### src/hdl/lrch_pkg.sv
// Shared types and constants for the lyric request code hash block.
package lrch_pkg;

  // Widths fixed by the item fields.
  localparam int unsigned BYTE_W = 8;
  localparam int unsigned WORD_W = 32;
  localparam int unsigned CODE_W = 33;

  // Key word masks and the sign boundary of the final value.
  localparam logic [WORD_W-1:0] BYTE_MASK = 32'h0000_00FF;
  localparam logic [WORD_W-1:0] SIGN_EDGE = 32'h8000_0000;

  // Base shifts of the forward and reverse multipliers (plus position parity).
  localparam logic [2:0] FWD_SHIFT_BASE = 3'd3;
  localparam logic [2:0] REV_SHIFT_BASE = 3'd4;

  // One classified byte as it travels from the front part to the back part.
  typedef struct packed {
    logic [BYTE_W-1:0] data_byte;
    logic [WORD_W-1:0] request_id;
    logic [WORD_W-1:0] key;
    logic              last;
  } entry_t;

  // Builds the key word from the id bytes; empty upper bytes take inverted lower ones.
  function automatic logic [WORD_W-1:0] key_word(input logic [WORD_W-1:0] id);
    logic [BYTE_W-1:0] b0;
    logic [BYTE_W-1:0] b1;
    logic [BYTE_W-1:0] b2;
    logic [BYTE_W-1:0] b3;
    logic [BYTE_W-1:0] x;
    logic [BYTE_W-1:0] y;
    b0 = id[7:0];
    b1 = id[15:8];
    b2 = id[23:16];
    b3 = id[31:24];
    x = (b2 != '0) ? b2 : ~b1;
    y = (b3 != '0) ? b3 : ~b0;
    return {b0, x, b1, y};
  endfunction

endpackage

### src/hdl/lyric_request_code_hash.sv
// A last byte taken into an empty block passes the queue and the multiply, accumulate
// and final steps before its code shows. Per byte the back sequencer multiplies, then
// accumulates; the final steps at each string end do the two dependent 32-bit multiplies.
// The input queue of QUEUE_DEPTH entries takes beats while the back part works.
// Reset clears the queue, the sequencer, both sums, the weight and the output beat.
module lyric_request_code_hash #(
  parameter int unsigned QUEUE_DEPTH = 4
) (
  input  logic                               clk,
  input  logic                               rst,
  input  logic                               in_valid,
  output logic                               in_stall,
  input  logic [lrch_pkg::BYTE_W-1:0]        data_byte,
  input  logic signed [lrch_pkg::WORD_W-1:0] request_id,
  input  logic                               last,
  output logic                               out_valid,
  input  logic                               out_stall,
  output logic signed [lrch_pkg::CODE_W-1:0] code
);

  lrch_pkg::entry_t push_entry;
  lrch_pkg::entry_t head;
  logic             push;
  logic             pop;
  logic             q_empty;
  logic             q_full;

  // Front part: accept and classify.
  lrch_front u_front (
    .in_valid   (in_valid),
    .in_stall   (in_stall),
    .data_byte  (data_byte),
    .request_id (request_id),
    .last       (last),
    .q_full     (q_full),
    .q_push     (push),
    .q_entry    (push_entry)
  );

  // Queue between the two parts.
  lrch_queue #(
    .DEPTH (QUEUE_DEPTH)
  ) u_queue (
    .clk        (clk),
    .rst        (rst),
    .push       (push),
    .push_entry (push_entry),
    .pop        (pop),
    .head       (head),
    .empty      (q_empty),
    .full       (q_full)
  );

  // Back part: hash arithmetic and result register.
  lrch_back u_back (
    .clk       (clk),
    .rst       (rst),
    .q_head    (head),
    .q_empty   (q_empty),
    .q_pop     (pop),
    .out_valid (out_valid),
    .out_stall (out_stall),
    .code      (code)
  );

endmodule

### src/hdl/lrch_front.sv
// Front part: accepts input beats, forms the key word and pushes entries to the queue.
module lrch_front (
  input  logic                         in_valid,
  output logic                         in_stall,
  input  logic [lrch_pkg::BYTE_W-1:0]  data_byte,
  input  logic signed [lrch_pkg::WORD_W-1:0] request_id,
  input  logic                         last,
  input  logic                         q_full,
  output logic                         q_push,
  output lrch_pkg::entry_t             q_entry
);

  // A beat is taken whenever the queue has room.
  assign in_stall = q_full;
  assign q_push   = in_valid && !q_full;

  // The key word only matters on the last byte, so it is formed here once.
  always_comb begin
    q_entry.data_byte  = data_byte;
    q_entry.request_id = request_id;
    q_entry.key        = last ? lrch_pkg::key_word(request_id) : '0;
    q_entry.last       = last;
  end

endmodule

### src/hdl/lrch_queue.sv
// Short entry queue that decouples the front part from the back part.
module lrch_queue #(
  parameter int unsigned DEPTH = 4
) (
  input  logic             clk,
  input  logic             rst,
  input  logic             push,
  input  lrch_pkg::entry_t push_entry,
  input  logic             pop,
  output lrch_pkg::entry_t head,
  output logic             empty,
  output logic             full
);

  localparam int unsigned PTR_W = (DEPTH > 1) ? $clog2(DEPTH) : 1;
  localparam int unsigned CNT_W = $clog2(DEPTH + 1);

  lrch_pkg::entry_t entries [DEPTH];
  logic [PTR_W-1:0] wr_ptr;
  logic [PTR_W-1:0] rd_ptr;
  logic [CNT_W-1:0] count;

  assign empty = (count == '0);
  assign full  = (count == CNT_W'(DEPTH));
  assign head  = entries[rd_ptr];

  // Entry storage needs no reset.
  always_ff @(posedge clk) begin
    if (push) begin
      entries[wr_ptr] <= push_entry;
    end
  end

  // Pointers wrap at the depth; the count tracks occupancy.
  always_ff @(posedge clk) begin
    if (rst) begin
      wr_ptr <= '0;
      rd_ptr <= '0;
      count  <= '0;
    end else begin
      if (push) begin
        wr_ptr <= (wr_ptr == PTR_W'(DEPTH - 1)) ? '0 : wr_ptr + 1'b1;
      end
      if (pop) begin
        rd_ptr <= (rd_ptr == PTR_W'(DEPTH - 1)) ? '0 : rd_ptr + 1'b1;
      end
      if (push && !pop) begin
        count <= count + 1'b1;
      end else if (pop && !push) begin
        count <= count - 1'b1;
      end
    end
  end

  // The front never pushes into a full queue and the back never pops an empty one.
  assert property (@(posedge clk) disable iff (rst) push |-> !full)
    else $error("push into full queue");
  assert property (@(posedge clk) disable iff (rst) pop |-> !empty)
    else $error("pop from empty queue");
  assert property (@(posedge clk) disable iff (rst) (push && !pop) |=> !empty)
    else $error("queue empty after a lone push");

endmodule

### src/hdl/lrch_back.sv
// Back part: runs the two running sums per byte and the final multiplies per string.
module lrch_back (
  input  logic                              clk,
  input  logic                              rst,
  input  lrch_pkg::entry_t                  q_head,
  input  logic                              q_empty,
  output logic                              q_pop,
  output logic                              out_valid,
  input  logic                              out_stall,
  output logic signed [lrch_pkg::CODE_W-1:0] code
);

  localparam logic [2:0] S_IDLE = 3'd0;
  localparam logic [2:0] S_MUL  = 3'd1;
  localparam logic [2:0] S_ACC  = 3'd2;
  localparam logic [2:0] S_FIN1 = 3'd3;
  localparam logic [2:0] S_FIN2 = 3'd4;

  logic [2:0]                    state;
  logic [2:0]                    state_next;
  logic [lrch_pkg::BYTE_W-1:0]   cur_byte;
  logic [lrch_pkg::WORD_W-1:0]   cur_id;
  logic [lrch_pkg::WORD_W-1:0]   cur_key;
  logic                          cur_last;
  logic [lrch_pkg::WORD_W-1:0]   fsum;
  logic [lrch_pkg::WORD_W-1:0]   rsum;
  logic [lrch_pkg::WORD_W-1:0]   weight;
  logic                          par;
  logic [lrch_pkg::WORD_W-1:0]   prod;
  logic [lrch_pkg::WORD_W-1:0]   tprod;
  logic [lrch_pkg::WORD_W-1:0]   ch_ext;
  logic [lrch_pkg::WORD_W-1:0]   vval;
  logic [2:0]                    fwd_sh;
  logic [2:0]                    rev_sh;
  logic                          out_free;
  logic                          load_out;

  // Signed byte widened to a word.
  assign ch_ext = {{(lrch_pkg::WORD_W - lrch_pkg::BYTE_W){cur_byte[lrch_pkg::BYTE_W-1]}},
                   cur_byte};
  assign fwd_sh = lrch_pkg::FWD_SHIFT_BASE + {2'b00, par};
  assign rev_sh = lrch_pkg::REV_SHIFT_BASE + {2'b00, par};

  // Output register is free when empty or being taken this cycle.
  assign out_free = !out_valid || !out_stall;
  assign load_out = (state == S_FIN2) && out_free;
  assign vval     = tprod * (rsum ^ cur_id);

  // Pop when idle, or straight after accumulating a byte that is not the last.
  assign q_pop = !q_empty && ((state == S_IDLE) || ((state == S_ACC) && !cur_last));

  // Sequencer for one byte, plus two steps at the end of a string.
  always_comb begin
    state_next = state;
    case (state)
      S_IDLE: begin
        if (q_pop) state_next = S_MUL;
      end
      S_MUL: state_next = S_ACC;
      S_ACC: begin
        if (cur_last) begin
          state_next = S_FIN1;
        end else if (q_pop) begin
          state_next = S_MUL;
        end else begin
          state_next = S_IDLE;
        end
      end
      S_FIN1: state_next = S_FIN2;
      S_FIN2: begin
        if (out_free) state_next = S_IDLE;
      end
      default: state_next = S_IDLE;
    endcase
  end

  // Control state and running sums.
  always_ff @(posedge clk) begin
    if (rst) begin
      state     <= S_IDLE;
      fsum      <= '0;
      rsum      <= '0;
      weight    <= lrch_pkg::WORD_W'(1);
      par       <= 1'b0;
      out_valid <= 1'b0;
      cur_last  <= 1'b0;
    end else begin
      state <= state_next;
      if (q_pop) begin
        cur_last <= q_head.last;
      end
      if (state == S_MUL) begin
        fsum   <= ch_ext + fsum + (fsum << fwd_sh);
        weight <= weight + (weight << rev_sh);
        par    <= ~par;
      end
      if (state == S_ACC) begin
        rsum <= rsum + prod;
      end
      if (load_out) begin
        fsum   <= '0;
        rsum   <= '0;
        weight <= lrch_pkg::WORD_W'(1);
        par    <= 1'b0;
      end
      if (load_out) begin
        out_valid <= 1'b1;
      end else if (!out_stall) begin
        out_valid <= 1'b0;
      end
    end
  end

  // Payload registers: current entry, products and the result.
  always_ff @(posedge clk) begin
    if (q_pop) begin
      cur_byte <= q_head.data_byte;
      cur_id   <= q_head.request_id;
      cur_key  <= q_head.key;
    end
    if (state == S_MUL) begin
      prod <= ch_ext * weight;
    end
    if (state == S_FIN1) begin
      tprod <= ((rsum ^ cur_key) + (fsum | cur_id)) * (fsum | cur_key);
    end
    if (load_out) begin
      code <= {(vval > lrch_pkg::SIGN_EDGE), vval};
    end
  end

  // A pop happens only where the sequencer can take a new byte.
  assert property (@(posedge clk) disable iff (rst)
    q_pop |-> (state == S_IDLE || state == S_ACC))
    else $error("pop outside idle or accumulate");
  // After a result is loaded, the sums start a fresh string.
  assert property (@(posedge clk) disable iff (rst)
    load_out |=> (fsum == '0 && rsum == '0 && weight == lrch_pkg::WORD_W'(1) && !par))
    else $error("state not cleared after a string");
  // The last byte always leads through both final multiply steps.
  assert property (@(posedge clk) disable iff (rst)
    (state == S_ACC && cur_last) |=> state == S_FIN1 ##1 state == S_FIN2)
    else $error("final multiply sequence broken");
  // A result is loaded only in the second final step.
  assert property (@(posedge clk) disable iff (rst)
    $rose(out_valid) |-> $past(state) == S_FIN2)
    else $error("result loaded outside final step");

endmodule

### config.mk
export PLATFORM = sky130hd
export DESIGN_NAME = lyric_request_code_hash
export DESIGN_NICKNAME = d
export VERILOG_FILES = /design/src/hdl/lrch_pkg.sv /design/src/hdl/lyric_request_code_hash.sv /design/src/hdl/lrch_front.sv /design/src/hdl/lrch_queue.sv /design/src/hdl/lrch_back.sv
export SDC_FILE = /design/constraint.sdc
export NUM_CORES = 2
export LEC_CHECK = 0
export ABC_CLOCK_PERIOD_IN_PS = 21000
export BUFFER_PORTS_ARGS = -buffer_cell sky130_fd_sc_hd__buf_2
export CAP_MARGIN = 20
export CORE_MARGIN = 2
export CORE_UTILIZATION = 50
export DETAILED_ROUTE_END_ITERATION = 16
export GPL_TIMING_DRIVEN = 1
export PLACE_DENSITY_LB_ADDON = 0.25
export SYNTH_ARGS = -nofsm -noshare
export SYNTH_HDL_FRONTEND = slang
export SYNTH_SLANG_ARGS = --single-unit
### constraint.sdc
create_clock -name clk -period 21 [get_ports clk]
set_clock_uncertainty 0.1 [all_clocks]
set_input_delay 3.15 -clock clk [delete_from_list [all_inputs] [get_ports clk]]
set_output_delay 3.15 -clock clk [all_outputs]
set_load 0.1 [all_outputs]
* Yosys cells after proc, flatten, opt, wreduce, memory -nomap -nowiden *
Memory sizes are Yosys's and may differ from the RTL's. A register that Yosys moved wholly into a read port is not among the register bits.
Cells that the tools add are included.

storage, ports and cells
  bits in registers = 278
  bits in writable memories = 292
  input port bits = 45
  output and inout bits = 35
  word-level logic and storage cells = 91
  memories kept = 1

memories
  name             words  width  read ports  clocked after Yosys merged registers in  write ports  RTL line          source
  u_queue.entries  4      73     1           1                                        1            lrch_queue.sv:18  lrch_pkg::entry_t entries [DEPTH];

cells by class
  add/subtract/negate cells = 11
  $mul = 3
  magnitude comparators = 1
  equal/unequal tests = 10
  shifts and indexed selects = 2
  mux-type cells = 18
  bitwise gates (word level) = 7
  reductions and logical operators = 22

operator list
  cell                                                  number
  adder 32 bit                                          5
  multiplier 32 x 32 -> 32 bit                          2
  bitwise OR 32 bit                                     2
  left shift 32 x 3 -> 32 bit                           2
  XOR 32 bit                                            2
  > comparator 32 bit (second input constant)           1
  multiplier 8 x 32 -> 32 bit                           1
  2-to-1 mux 32 bit                                     1
  2-to-1 mux 8 bit                                      2
  NOT 8 bit                                             2
  nonzero test 8 bit                                    2
  2-to-1 mux 3 bit                                      5
  one-hot mux 3 bit (5 select lines)                    1
  2-to-1 mux 2 bit                                      4
  zero test 1 bit                                       7
  equality test 3 x 2 -> 1 bit (second input constant)  2
  equality test 3 bit (second input constant)           2
  logical AND 1 bit                                     6
  zero test 3 bit                                       2
  2-to-1 mux 1 bit                                      5
  adder 2 x 1 -> 2 bit (second input constant)          2
  equality test 2 bit (second input constant)           2
  != test 2 x 1 -> 1 bit (second input constant)        2
  adder 2 x 1 -> 3 bit (first input constant)           1
  10 further kinds                                      11

* Logic depth before layout (Yosys ltp) *
  word-level depth = 7
  gate-level depth with buffers = 43
  mapped depth without buffers = 43

* Hierarchy *
From an unflattened synthesis, not the netlist that was laid out.

unflattened totals
  cells, all modules = 6344
  area total of the unflattened synthesis = 64887.2 µm²

by module, submodules not included
  module      times used  cells an instance  area each (µm²)  seq. area each (µm²)
  lrch_back   1           5805               53040.9          7036.7
  lrch_queue  1           425                11048.1          8948.6
  lrch_front  1           114                798.3            0.0

* Worst setup path before layout *
No wires, ideal clock.

  path type = register -> register
  start = register u_back.cur_key[0] (netlist name)
  end = register u_back.tprod[31] (netlist name) (data pin)
  setup time = 0.268 ns
  data arrival time = 10.098 ns
  data required time = 20.632 ns
  path slack = 10.535 ns
  cell stages (with the launch flop) = 43
  path buffers = 0
  period minus slack after synthesis = 10.465 ns
  path through = edfxtp_1 xor2_1 ha_1 inv_1 fa_1 nand2b_1 a211oi_1 nor2_1 a2111oi_1 o31ai_2 nand2b_1 a21o_1 a31oi_1 o21bai_1 a21oi_1 xnor2_1 nand2_1 fa_1 (+7 left out) fa_1 fa_1 inv_1 fa_1 xnor2_1 xnor2_1 xnor2_1 xnor2_1 xnor2_1 xor2_1 xnor2_1 xnor2_1 xnor2_2 xnor3_1 xnor2_1 xnor2_1 xnor3_2 xnor3_1

between the ends
  cells in the longest elaborated chain, start to end = 3
  elaborated cells on any way between the ends = 4
  those cells by class = add/sub: 1; mul: 1; bitwise: 2

RTL lines
  element                           RTL line          source
  from (decl)                       lrch_back.sv:23   logic [lrch_pkg::WORD_W-1:0] cur_key;
  from (signal assigned)            lrch_back.sv:119  cur_key <= q_head.key;
  XOR 32 bit                        lrch_back.sv:125  tprod <= ((rsum ^ cur_key) + (fsum | cur_id)) * (fsum | cur_key);
  adder 32 bit                      lrch_back.sv:125
  multiplier 32 x 32 -> 32 bit (*)  lrch_back.sv:125
  to (signal assigned)              lrch_back.sv:125
  to (decl)                         lrch_back.sv:30   logic [lrch_pkg::WORD_W-1:0] tprod;

Every way passes the cells marked *; elsewhere a longest branch is shown, timed or not.
A chain may end at the register's enable or synchronous reset.

* Worst setup path after layout *
  start = register u_back.rsum[0] (netlist name)
  end = register u_back.tprod[31] (netlist name) (data pin)

between the ends
  cells in the longest elaborated chain, start to end = 3

RTL lines
  element                       RTL line          source
  from (decl)                   lrch_back.sv:26   logic [lrch_pkg::WORD_W-1:0] rsum;
  from (signal assigned)        lrch_back.sv:98   rsum <= rsum + prod;
  XOR 32 bit                    lrch_back.sv:125
  adder 32 bit                  lrch_back.sv:125
  multiplier 32 x 32 -> 32 bit  lrch_back.sv:125

No other way between the ends.

==> flow_summary.ini <==
[worst_setup_path]
end_kind = flop
crit_path_frequent_cell = xnor2_1
start_kind = flop
r2r_slack_ps = 9200
setup.worst_path.class = flop to flop
rr_worst_depth = 42
slowest_delay_ps = 660
arrival_ps = 12140
rr_endpoint = u_back.tprod[31]$_DFFE_PP_
path_max_fanout = 6
r2r-start = u_back.rsum[0]$_SDFFE_PP0N_
cp.required_ps = 21330
critPathSlowestCell = a2111oi_1

[place]
place_congestion = 0.940
hpwl_um = 134000
port_buffers = 79

[min_path]
hold_path_depth = 2
hold_path_class = flop to flop
hold_start = u_queue.rd_ptr[1]$_SDFFE_PP0P_

[sta]
tns_ps = 0
drv_slew = 0
max_slew_margin_pct = 19.5
finalHoldViolCount = 0
fmax_mhz = 84.7
finalCritPeriodShare_pct = 56.2
worstMarginPinSlew_ps = 1210
final.min_clock_period_ps = 11800
rsz0062_at_grt = no
finalSetupViolations = 0

[routing]
wl_per_cell_um = 21.7
ant_nets = 0
first_iter_violations = 3285
routed_wirelength_um = 177000
drcViolationCount = 0
dr_total_vias = 44800
avgViaCountPerCell = 5.49
first_pass_iters = 5

[clocking]
cts_setup_buffers = 0
cts_root_buf = clkbuf_16
cts_sinks = 568
cts_tree = yes
clk_transition_reported_paths_ps = 60
cts_resized = 0
htreeDepth = 3
hold_buffers = 0
numCtsBuffers = 66
worstSkewPairLatency_ps = 700
clockBufferDepth = 3

[logic_synthesis]
async_flop_share_pct = 0
syn_inst = 6354
ys.flop_type = edfxtp_1
synth-edff-count = 461
synth_area_um2 = 64800
synth_warnings = 0
synth_seq_area_share_pct = 24.7
synth.distinct_cells = 88
synth_area_per_cell_um2 = 10.2
synth-seq-cells = 568

[finish]
syn2layout_area_growth_pct = 7.66
num-nets-final = 7836
mostFrequentLayoutCell = inv_1
drive_gt1_share_pct = 8.33
final-seq-area_um2 = 16000
nFillCells = 11400
final_cell_mix = 1121 x inv_1, 999 x fa_1, 711 x nand2_1
multiInputGateArea_um2 = 43900

[floorplanning]
ios = 80
die_area_um2 = 132000
die_h_um = 364
start_util_pct = 50.2
die_x_um = 364
rows = 132
core_um2 = 129000

[flow_run]
drv_cap = 0

[grt]
gr-total-overflow = 0
groute.usage.overall_pct = 27.6
grt_pass1_vias = 47500
grt_max_degree = 66
antenna_found_initial = 5
grt_pass1_wl_um = 277000

[outcome]
outcome = complete, no violations
synthesized netlist by cell type (all sizes together) (32+ instances only):
library cell	number	area, um2
a21o	56	420
a21oi	198	998
and2	411	2570
clkbuf	236	886
dfxtp	107	2140
edfxtp	461	13800
fa	999	20000
ha	430	5380
inv	1123	4220
mux2	47	529
mux4	73	1640
nand2	711	2670
nand2b	61	382
nand3	46	230
nor2	438	1650
nor2b	32	208
nor3	44	225
o21a	36	270
o21ai	124	628
or2	66	413
xnor2	228	2050
xor2	134	1180
how the worst max path moves through the flow:
stage,startpoint,endpoint
6_report,u_back.rsum[0]$_SDFFE_PP0N_,u_back.tprod[31]$_DFFE_PP_
3_5_place_dp,u_back.rsum[0]$_SDFFE_PP0N_,u_back.tprod[31]$_DFFE_PP_
2_1_floorplan,u_back.cur_key[0]$_DFFE_PP_,u_back.tprod[31]$_DFFE_PP_
4_1_cts,u_back.rsum[0]$_SDFFE_PP0N_,u_back.tprod[31]$_DFFE_PP_
3_3_place_gp,u_back.rsum[0]$_SDFFE_PP0N_,u_back.tprod[31]$_DFFE_PP_
5_1_grt,u_back.rsum[0]$_SDFFE_PP0N_,u_back.tprod[31]$_DFFE_PP_
state kept, by name, indices dropped and copies added, names as in the netlist, 2 cells and up, named ones only:
signal / cells
u_back.code: 33
u_back.tprod: 32
u_back.cur_key: 32
u_queue.entries: 292
u_queue.rd_ptr: 2
u_back.state: 3
u_back.cur_id: 32
u_back.fsum: 32
u_queue.count: 3
u_back.cur_byte: 8
u_queue.wr_ptr: 2
u_back.rsum: 32
u_back.weight: 28
u_back.prod: 32
stage by stage:
stage	util, %	cells	hold WS (ps)	cell area [um2]	setup WS [ps]
2_1_floorplan	-	6368	354	64800	10530
3_3_place_gp	52.3	8035	356	67500	9310
3_5_place_dp	52.3	8036	375	67500	9160
4_1_cts	54.1	8156	386	69700	9180
5_1_grt	54.1	8156	436	69700	8600
6_report	54.1	8158	385	69700	9200
routing by layer:
layer	vias to the layer above	track usage [%]	share of wire (%)
met5	-	0	0.016
met4	4	10.9	4.4
met3	362	4.18	7.0
met2	1578	44.9	46
met1	22900	37.3	42
li1	20000	-	-
cell families after synthesis:
group / Yosys count / share of synthesized area (%)
adder cells (fa/ha/maj): 1429 / 39.2
other: 2 / 0.0116
AO/OA/AOI/OAI: 582 / 5.67
flip-flops: 568 / 24.7
XOR/XNOR: 367 / 5.16
AND/OR/NAND/NOR: 1896 / 13.8
buffers and inverters: 1381 / 8.01
multiplexers: 129 / 3.49
layout make-up:
| type | instances | share of cell area (%) |
|---|---|---|
| repair buffers | 184 | 1.70 |
| diodes | 2 | 0.00718 |
| multi-input cells | 4419 | 63.0 |
| inverters | 1123 | 6.04 |
| clock inverters | 39 | 0.743 |
| well taps | 1742 | 3.12 |
| flip-flops and latches | 568 | 22.9 |
| clock buffers | 81 | 2.48 |
worst max-delay path, delay by kind of cell (launching register included):
kind	cells	cell delay, ps
and+or+nand+nor	4	660
DFF	1	440
AOI/OAI and AO/OA	7	1890
xor gates and xnor gates	16	3530
adders and majority gates	10	4670
buffers and inverters	5	320
Power is left out: the tool's default activity adds up to more than one toggle a clock period on the data nets, which glitch-free logic cannot reach.
